File: config.mk
export PLATFORM = sky130hd
export DESIGN_NAME = solar_pump_sequencer
export DESIGN_NICKNAME = d
export VERILOG_FILES = /design/src/hw/rtl/sps_pkg.sv /design/src/hw/rtl/sps_cfg_regs.sv /design/src/hw/rtl/sps_fsm.sv /design/src/hw/rtl/solar_pump_sequencer.sv
export SDC_FILE = /design/constraint.sdc
export NUM_CORES = 1
export LEC_CHECK = 0
export ABC_AREA = 1
export BUFFER_PORTS_ARGS = -buffer_cell sky130_fd_sc_hd__clkbuf_2
export CORE_MARGIN = 4
export CORE_UTILIZATION = 55
export DETAILED_ROUTE_END_ITERATION = 7
export PLACE_DENSITY = 0.73
export SLEW_MARGIN = 20
export SYNTH_ARGS = -nofsm -noshare
export SYNTH_HDL_FRONTEND = slang
export SYNTH_SLANG_ARGS = --single-unit
File: constraint.sdc
create_clock -name clk -period 5.3 [get_ports clk]
set_input_delay 1.325 -clock clk [delete_from_list [all_inputs] [get_ports clk]]
set_output_delay 1.325 -clock clk [all_outputs]
set_load 0.01 [all_outputs]
File: src/hw/rtl/sps_pkg.sv
// sps_pkg: shared types and constants of the solar pump sequencer
// holds state and pump codes, register indexes and the config and result structs
// no dependencies; used by every module of the block
package sps_pkg;

  localparam int unsigned TimeW  = 32;
  localparam int unsigned TempW  = 16;
  localparam int unsigned CfgIdxW = 3;
  localparam int unsigned CfgDataW = 32;

  // sequencer states
  typedef enum logic [2:0] {
    ST_INIT    = 3'd0,
    ST_READY   = 3'd1,
    ST_STARTUP = 3'd2,
    ST_RUN     = 3'd3,
    ST_PAUSE   = 3'd4
  } state_t;

  // pump commands
  typedef enum logic [1:0] {
    PUMP_OFF  = 2'd0,
    PUMP_FULL = 2'd1,
    PUMP_PID  = 2'd2
  } pump_t;

  // configuration register indexes
  localparam logic [CfgIdxW-1:0] REG_COLLECTOR_HOT = 3'd0;
  localparam logic [CfgIdxW-1:0] REG_COLLECTOR_LOW = 3'd1;
  localparam logic [CfgIdxW-1:0] REG_TANK_MAX      = 3'd2;
  localparam logic [CfgIdxW-1:0] REG_INIT_DWELL    = 3'd3;
  localparam logic [CfgIdxW-1:0] REG_READY_DWELL   = 3'd4;
  localparam logic [CfgIdxW-1:0] REG_STARTUP_DWELL = 3'd5;
  localparam logic [CfgIdxW-1:0] REG_RUN_BAD_DWELL = 3'd6;
  localparam logic [CfgIdxW-1:0] REG_PAUSE_DWELL   = 3'd7;

  // reset values of the registers
  localparam logic signed [TempW-1:0] COLLECTOR_HOT_RST = 16'sd960;
  localparam logic signed [TempW-1:0] COLLECTOR_LOW_RST = 16'sd800;
  localparam logic signed [TempW-1:0] TANK_MAX_RST      = 16'sd1280;
  localparam logic [TimeW-1:0] INIT_DWELL_RST    = 32'd30000;
  localparam logic [TimeW-1:0] READY_DWELL_RST   = 32'd10000;
  localparam logic [TimeW-1:0] STARTUP_DWELL_RST = 32'd30000;
  localparam logic [TimeW-1:0] RUN_BAD_DWELL_RST = 32'd10000;
  localparam logic [TimeW-1:0] PAUSE_DWELL_RST   = 32'd240000;

  typedef struct packed {
    logic signed [TempW-1:0] collector_hot_level;
    logic signed [TempW-1:0] collector_low_level;
    logic signed [TempW-1:0] tank_max_level;
    logic [TimeW-1:0]        init_dwell_ms;
    logic [TimeW-1:0]        ready_dwell_ms;
    logic [TimeW-1:0]        startup_dwell_ms;
    logic [TimeW-1:0]        run_bad_dwell_ms;
    logic [TimeW-1:0]        pause_dwell_ms;
  } cfg_t;

  typedef struct packed {
    state_t acted;
    pump_t  pump;
    state_t nxt;
    logic   first;
  } result_t;

endpackage

File: src/hw/rtl/sps_cfg_regs.sv
// sps_cfg_regs: configuration register file of the solar pump sequencer
// depends on sps_pkg for register indexes, reset values and cfg_t
module sps_cfg_regs (
  input  logic                          clk,
  input  logic                          rst,
  input  logic                          cfg_we,
  input  logic [sps_pkg::CfgIdxW-1:0]   cfg_index,
  input  logic [sps_pkg::CfgDataW-1:0]  cfg_data,
  output sps_pkg::cfg_t                 cfg
);

  sps_pkg::cfg_t regs;

  // register writes, levels take the low half of the data
  always_ff @(posedge clk) begin
    if (rst) begin
      regs.collector_hot_level <= sps_pkg::COLLECTOR_HOT_RST;
      regs.collector_low_level <= sps_pkg::COLLECTOR_LOW_RST;
      regs.tank_max_level      <= sps_pkg::TANK_MAX_RST;
      regs.init_dwell_ms       <= sps_pkg::INIT_DWELL_RST;
      regs.ready_dwell_ms      <= sps_pkg::READY_DWELL_RST;
      regs.startup_dwell_ms    <= sps_pkg::STARTUP_DWELL_RST;
      regs.run_bad_dwell_ms    <= sps_pkg::RUN_BAD_DWELL_RST;
      regs.pause_dwell_ms      <= sps_pkg::PAUSE_DWELL_RST;
    end else if (cfg_we) begin
      case (cfg_index)
        sps_pkg::REG_COLLECTOR_HOT: regs.collector_hot_level <= cfg_data[sps_pkg::TempW-1:0];
        sps_pkg::REG_COLLECTOR_LOW: regs.collector_low_level <= cfg_data[sps_pkg::TempW-1:0];
        sps_pkg::REG_TANK_MAX:      regs.tank_max_level      <= cfg_data[sps_pkg::TempW-1:0];
        sps_pkg::REG_INIT_DWELL:    regs.init_dwell_ms       <= cfg_data[sps_pkg::TimeW-1:0];
        sps_pkg::REG_READY_DWELL:   regs.ready_dwell_ms      <= cfg_data[sps_pkg::TimeW-1:0];
        sps_pkg::REG_STARTUP_DWELL: regs.startup_dwell_ms    <= cfg_data[sps_pkg::TimeW-1:0];
        sps_pkg::REG_RUN_BAD_DWELL: regs.run_bad_dwell_ms    <= cfg_data[sps_pkg::TimeW-1:0];
        sps_pkg::REG_PAUSE_DWELL:   regs.pause_dwell_ms      <= cfg_data[sps_pkg::TimeW-1:0];
        default: begin
        end
      endcase
    end
  end

  assign cfg = regs;

endmodule

File: src/hw/rtl/sps_fsm.sv
// sps_fsm: sequencer state, dwell timestamp and announce flag with the tick logic
// depends on sps_pkg for state_t, pump_t, cfg_t and result_t
module sps_fsm (
  input  logic                              clk,
  input  logic                              rst,
  input  logic                              advance,
  input  logic [sps_pkg::TimeW-1:0]         now_ms,
  input  logic signed [sps_pkg::TempW-1:0]  collector_temp,
  input  logic signed [sps_pkg::TempW-1:0]  tank_temp,
  input  sps_pkg::cfg_t                     cfg,
  output sps_pkg::result_t                  res
);

  sps_pkg::state_t         state;
  sps_pkg::state_t         state_next;
  logic [sps_pkg::TimeW-1:0] dwell_start;
  logic [sps_pkg::TimeW-1:0] dwell_start_next;
  logic                    announce_pending;

  logic [sps_pkg::TimeW-1:0] elapsed;
  logic signed [sps_pkg::TempW-1:0] hot_level;
  logic signed [sps_pkg::TempW-1:0] low_level;
  logic signed [sps_pkg::TempW-1:0] tank_max;
  sps_pkg::state_t         acted;
  sps_pkg::pump_t          pump;
  logic                    restart;
  logic                    run_good;

  assign hot_level = cfg.collector_hot_level;
  assign low_level = cfg.collector_low_level;
  assign tank_max  = cfg.tank_max_level;

  // wrapping elapsed time since the dwell began
  assign elapsed  = now_ms - dwell_start;
  assign run_good = (collector_temp > low_level) && (tank_temp <= tank_max) &&
                    (tank_temp <= collector_temp);

  // transition rules for one tick
  always_comb begin
    acted      = state;
    state_next = state;
    pump       = sps_pkg::PUMP_OFF;
    restart    = 1'b0;
    case (state)
      sps_pkg::ST_READY: begin
        if (collector_temp < low_level) begin
          state_next = sps_pkg::ST_INIT;
        end else if (tank_temp < tank_max) begin
          if (elapsed > cfg.ready_dwell_ms) state_next = sps_pkg::ST_STARTUP;
        end else begin
          restart = 1'b1;
        end
      end
      sps_pkg::ST_STARTUP: begin
        pump = sps_pkg::PUMP_FULL;
        if (elapsed > cfg.startup_dwell_ms) state_next = sps_pkg::ST_RUN;
      end
      sps_pkg::ST_RUN: begin
        pump = sps_pkg::PUMP_PID;
        if (run_good) begin
          restart = 1'b1;
        end else if (elapsed > cfg.run_bad_dwell_ms) begin
          state_next = sps_pkg::ST_PAUSE;
        end
      end
      sps_pkg::ST_PAUSE: begin
        if (elapsed > cfg.pause_dwell_ms) state_next = sps_pkg::ST_READY;
      end
      default: begin
        acted      = sps_pkg::ST_INIT;
        state_next = sps_pkg::ST_INIT;
        if (collector_temp > hot_level) begin
          if (elapsed > cfg.init_dwell_ms) state_next = sps_pkg::ST_READY;
        end else begin
          restart = 1'b1;
        end
      end
    endcase
    dwell_start_next = (restart || (state_next != acted)) ? now_ms : dwell_start;
  end

  // result of this tick
  always_comb begin
    res.acted = acted;
    res.pump  = pump;
    res.nxt   = state_next;
    res.first = announce_pending;
  end

  // state update on each processed tick
  always_ff @(posedge clk) begin
    if (rst) begin
      state            <= sps_pkg::ST_INIT;
      dwell_start      <= '0;
      announce_pending <= 1'b1;
    end else if (advance) begin
      state            <= state_next;
      dwell_start      <= dwell_start_next;
      announce_pending <= (state_next != acted);
    end
  end

  // a state change announces the new state on the next tick
  a_change_announces: assert property (@(posedge clk) disable iff (rst)
    advance && (state_next != acted) |=> announce_pending)
    else $error("state change did not set announce flag");

  // a state change restarts the dwell at the tick's timestamp
  a_change_restarts: assert property (@(posedge clk) disable iff (rst)
    advance && (state_next != acted) |=> dwell_start == $past(now_ms))
    else $error("state change did not restart dwell");

  // without a tick the sequencer holds
  a_idle_holds: assert property (@(posedge clk) disable iff (rst)
    !advance |=> $stable(state) && $stable(dwell_start) && $stable(announce_pending))
    else $error("sequencer state moved without a tick");

endmodule

File: src/hw/rtl/solar_pump_sequencer.sv
// solar_pump_sequencer: top level with input and result registers around the tick logic
// depends on sps_pkg, sps_cfg_regs and sps_fsm
//
// usage:
//   input channel (in_valid / in_stall) carries one evaluation tick per transaction:
//   now_ms, collector_temp and tank_temp. output channel (out_valid / out_stall)
//   returns one result per tick: acted_state, pump_mode, next_state, first_tick.
//   a transaction completes at a rising edge with valid high and stall low.
//   a tick accepted into the input register passes through the tick logic into
//   the result register, which drives the outputs.
//   throughput: one tick per cycle while the receiver does not stall.
//   when the receiver stalls, the result register holds its value and the input
//   register keeps one more tick; in_stall rises only once both are full.
//   configuration: cfg_we with cfg_index and cfg_data writes one
//   register; write only while no tick is in flight.
//   reset (rst, synchronous): both registers empty, sequencer in init with its
//   dwell start at zero and the first result flagged as first tick; registers
//   return to their default levels and dwell times.
module solar_pump_sequencer (
  input  logic                              clk,
  input  logic                              rst,
  input  logic                              cfg_we,
  input  logic [sps_pkg::CfgIdxW-1:0]       cfg_index,
  input  logic [sps_pkg::CfgDataW-1:0]      cfg_data,
  input  logic                              in_valid,
  output logic                              in_stall,
  input  logic [sps_pkg::TimeW-1:0]         now_ms,
  input  logic signed [sps_pkg::TempW-1:0]  collector_temp,
  input  logic signed [sps_pkg::TempW-1:0]  tank_temp,
  output logic                              out_valid,
  input  logic                              out_stall,
  output logic [2:0]                        acted_state,
  output logic [1:0]                        pump_mode,
  output logic [2:0]                        next_state,
  output logic                              first_tick
);

  sps_pkg::cfg_t    cfg;
  sps_pkg::result_t tick_res;
  sps_pkg::result_t res_reg;

  logic                              in_reg_valid;
  logic [sps_pkg::TimeW-1:0]         in_now;
  logic signed [sps_pkg::TempW-1:0]  in_collector;
  logic signed [sps_pkg::TempW-1:0]  in_tank;
  logic                              out_free;
  logic                              advance;
  logic                              in_take;

  // handshake control
  assign out_free = !out_valid || !out_stall;
  assign advance  = in_reg_valid && out_free;
  assign in_stall = in_reg_valid && !out_free;
  assign in_take  = in_valid && !in_stall;

  sps_cfg_regs u_cfg (
    .clk       (clk),
    .rst       (rst),
    .cfg_we    (cfg_we),
    .cfg_index (cfg_index),
    .cfg_data  (cfg_data),
    .cfg       (cfg)
  );

  sps_fsm u_fsm (
    .clk            (clk),
    .rst            (rst),
    .advance        (advance),
    .now_ms         (in_now),
    .collector_temp (in_collector),
    .tank_temp      (in_tank),
    .cfg            (cfg),
    .res            (tick_res)
  );

  // input register
  always_ff @(posedge clk) begin
    if (rst) begin
      in_reg_valid <= 1'b0;
    end else if (in_take) begin
      in_reg_valid <= 1'b1;
    end else if (advance) begin
      in_reg_valid <= 1'b0;
    end
  end

  always_ff @(posedge clk) begin
    if (in_take) begin
      in_now       <= now_ms;
      in_collector <= collector_temp;
      in_tank      <= tank_temp;
    end
  end

  // result register
  always_ff @(posedge clk) begin
    if (rst) begin
      out_valid <= 1'b0;
    end else if (out_free) begin
      out_valid <= in_reg_valid;
    end
  end

  always_ff @(posedge clk) begin
    if (advance) begin
      res_reg <= tick_res;
    end
  end

  assign acted_state = res_reg.acted;
  assign pump_mode   = res_reg.pump;
  assign next_state  = res_reg.nxt;
  assign first_tick  = res_reg.first;

endmodule
==> results_dict.tcl <==
set metrics [dict create \
    slew_viol_final 0 \
    finalCriticalPeriod_ns 4.98 \
    worstSetupStartpoint "in_now[0]" \
    track_usage_pct 25.5 \
    r2r-start "in_now[0]" \
    maxCapViolations 0 \
    hold_viol 0 \
    drive_gt1_share_pct 9.88 \
    syn_avg_cell_area_um2 8.04 \
    syn_inst 2237 \
    crit_slowest_cell "fa_1" \
    yosysUniqueCellTypes 47 \
    dr_total_vias 15400 \
    period_share_pct 94.0 \
    yosysWarnings 0 \
    post_cts_buffers 0 \
    tightestPinTransition_ns 1.07 \
    r2r_slack_ns 0.32 \
    cp_max_fo 32 \
    clock_path_buffers 3 \
    die_area_mm2 0.0357 \
    critPathKind "flip-flop to flip-flop" \
    post-synth-top-count-cell "inv_1" \
    synth_top_area_cell "dfxtp_1" \
    clkLatencyLatePin_ns 0.52 \
    antenna_found_initial 1 \
    wl_um 46300 \
    leakagePower_nw 9.27 \
    worstPathRequired_ns 5.76 \
    drtIter0Drc 1047 \
    portBuffers 114 \
    fin_hold_ws_ns 0.457 \
    dieHeight_um 189 \
    clock.fmax_mhz 201 \
    nNetsFinal 2715 \
    drt-vias-per-instance 5.47 \
    async_flop_share_pct 0 \
    ys_ff_latch 319 \
    skew_ns 0.0188 \
    cpMostUsedCell "a21oi_1" \
    synthesis.nets 2597 \
    root_buffer "clkbuf_16" \
    drc_errors 0 \
    fin_ws_ns 0.319 \
    setup_viol 0 \
    drt_first_pass_iters 5 \
    first_global_vias 14700 \
    yosys-top-cells-count "inv_1, a21oi_1, nand2_1, ha_1, dfxtp_1" \
    rsz0062_at_grt "false" \
    wl_per_cell_um 16.4 \
    cp_data_arrival_time_ns 5.44 \
    core_mm2 0.0319 \
    clk_pin_slew_worst_paths_ns 0.06 \
    synthesis.area_mm2 0.0180 \
    critPathCaptureType "flip-flop" \
    die_w_um 189 \
    p_per_area_mw_per_mm2 413 \
    regToRegEndpoint "u_fsm.dwell_start[27]" \
    slew_headroom_pct 28.4 \
    dp_hpwl_um 34900 \
    ff2ff_path_depth 28 \
    grt-ovfl-total 0 \
    start_kind "flip-flop" \
    tritoncts "done" \
    synth_area_leaders "dfxtp_1, ha_1, edfxtp_1, a21oi_1, inv_1" \
    ir_drop_v 0.000339 \
    yosysSeqAreaShare_pct 39.6 \
    cts_buffers 36 \
    cts_sinks 319 \
    place.gp.congestion 0.963 \
    synth_edf_count 73 \
    htree_levels 2 \
    critPathMaxStageDelay_ns 0.39 \
    grt_pass1_wl_um 74300 \
    endpoint "u_fsm.dwell_start[27]" \
    synth_ff_type "dfxtp_1" \
    grt_start_max_net_pins 117 \
    start_util_pct 56.4 \
    setup_tns_ns 0 \
    placementRows 65 \
    status "completed" \
    ant_nets 0 \
    ios 115 \
    area_delta_synth_final_pct 12.9 \
    hold_class "flip-flop to flip-flop" \
    pre_cts_slack_ns 0.272 \
    yosysTopAreaCellShare_pct 27.4 \
]
[flip-flops by register name, summed over array words and instances (netlist names)]
| name | flops |
|---|---|
| in_tank | 16 |
| u_fsm.announce_pending | 1 |
| u_cfg.cfg | 208 |
| in_collector | 16 |
| first_tick | 1 |
| u_fsm.state | 3 |
| acted_state | 3 |
| in_reg_valid | 1 |
| next_state | 3 |
| in_now | 32 |
| pump_mode | 2 |
| u_fsm.dwell_start | 32 |
| out_valid | 1 |
[power breakdown]
part / total [W] / switching (W) / internal (W)
Sequential: 0.00270 / 0.0000565 / 0.00264
Combinational: 0.00319 / 0.00199 / 0.00120
Clock: 0.00251 / 0.000980 / 0.00153
Total: 0.00840 / 0.00303 / 0.00537
[layout make-up]
cell class	instances	area, µm²
well taps	435	544
flip-flops and latches	319	7120
clock buffers	54	1100
fillers	2787	11600
inverters	364	1370
diodes	1	2.50
clock inverters	8	92.6
repair buffers	153	880
multi-input cells	1481	9200
[worst min path at each step]
stage	depth (start not counted)	startpoint	slack (ns)	to
after CTS	2	u_cfg.cfg[86]	0.46	u_cfg.cfg[86]
final	2	u_cfg.cfg[54]	0.46	u_cfg.cfg[54]
after floorplan	0	u_fsm.announce_pending	0.41	first_tick
after detailed placement	0	u_fsm.announce_pending	0.43	first_tick
after global routing	2	u_cfg.cfg[53]	0.47	u_cfg.cfg[53]
after global placement	2	u_cfg.cfg[85]	0.44	u_cfg.cfg[85]
[stage by stage]
step           area, µm²  cells  util (%)  power (W)
4_1_cts            20300   2814      63.6    0.00840
2_1_floorplan      18000   2237         -    0.00487
5_1_grt            20300   2814      63.7    0.00901
6_report           20300   2815      63.7    0.00840
3_3_place_gp       19100   2752      59.9    0.00576
3_5_place_dp       19100   2752      59.9    0.00588
[logic make-up after synthesis]
kind of cell / synth area share (%)
fa+ha+maj: 17.9
simple gates: 14.1
flops: 39.6
buf+inv: 9.34
xor+xnor: 1.51
compound gates: 17.6
[repair_timing]
action                     4_1_cts  5_1_grt
hold buffers                     0        0
resized for setup                0        4
setup endpoints to repair        0       32
[critical path, delay by kind of cell (launching register included)]
kind                     cells  cell delay [ns]
AO/OA/AOI/OAI                7             1.25
XOR/XNOR                     1             0.16
adder cells (fa/ha/maj)      3             0.83
buffers and inverters        4             0.57
flip-flops                   1             0.38
AND/OR/NAND/NOR             13             1.70
[metal layers]
| metal | wire length, µm | global-route usage, % | share of wire (%) |
|---|---|---|---|
| met1 | 21000 | 35.0 | 45 |
| met2 | 20800 | 41.0 | 45 |
| met3 | 3150 | 4.52 | 6.8 |
| met4 | 1410 | 8.49 | 3.1 |
| met5 | 19 | 0 | 0.041 |
[cells in the final DEF (no fill, tap or decap), types with 2 or more instances in the layout]
master     Yosys  layout
nand3_2        2       2
clkbuf_1      62       8
nor2_1       163     163
o21ai_1        6       6
edfxtp_1      73      73
inv_1        358     357
nor3_2         2       2
clkbuf_16      0      39
nand2_1      303     303
inv_2          3       4
clkinv_2       0       5
a21o_1         8       8
xor2_1        23      22
o21ai_0      210     210
nor4_1         2       2
nand4_2        2       2
a211oi_1       3       3
dfxtp_1      246     246
a21oi_1      303     303
o21a_1        10      10
clkbuf_2       1     114
bufinv_16      0       2
xnor2_1        8       8
o221ai_1       3       3
nand3_4        2       2
nor2_2         4       4
buf_4          3      37
a21oi_2        2       2
a31oi_1        4       4
o21bai_1       5       5
clkinv_1       3       2
nand2_2        3       3
nand3_1       74      74
clkbuf_8       0       7
nor3_1        14      14
ha_1         255     255
nand4_1       25      25
o211ai_1      35      35
No activity file was read; power rests on OpenSTA's default activity.
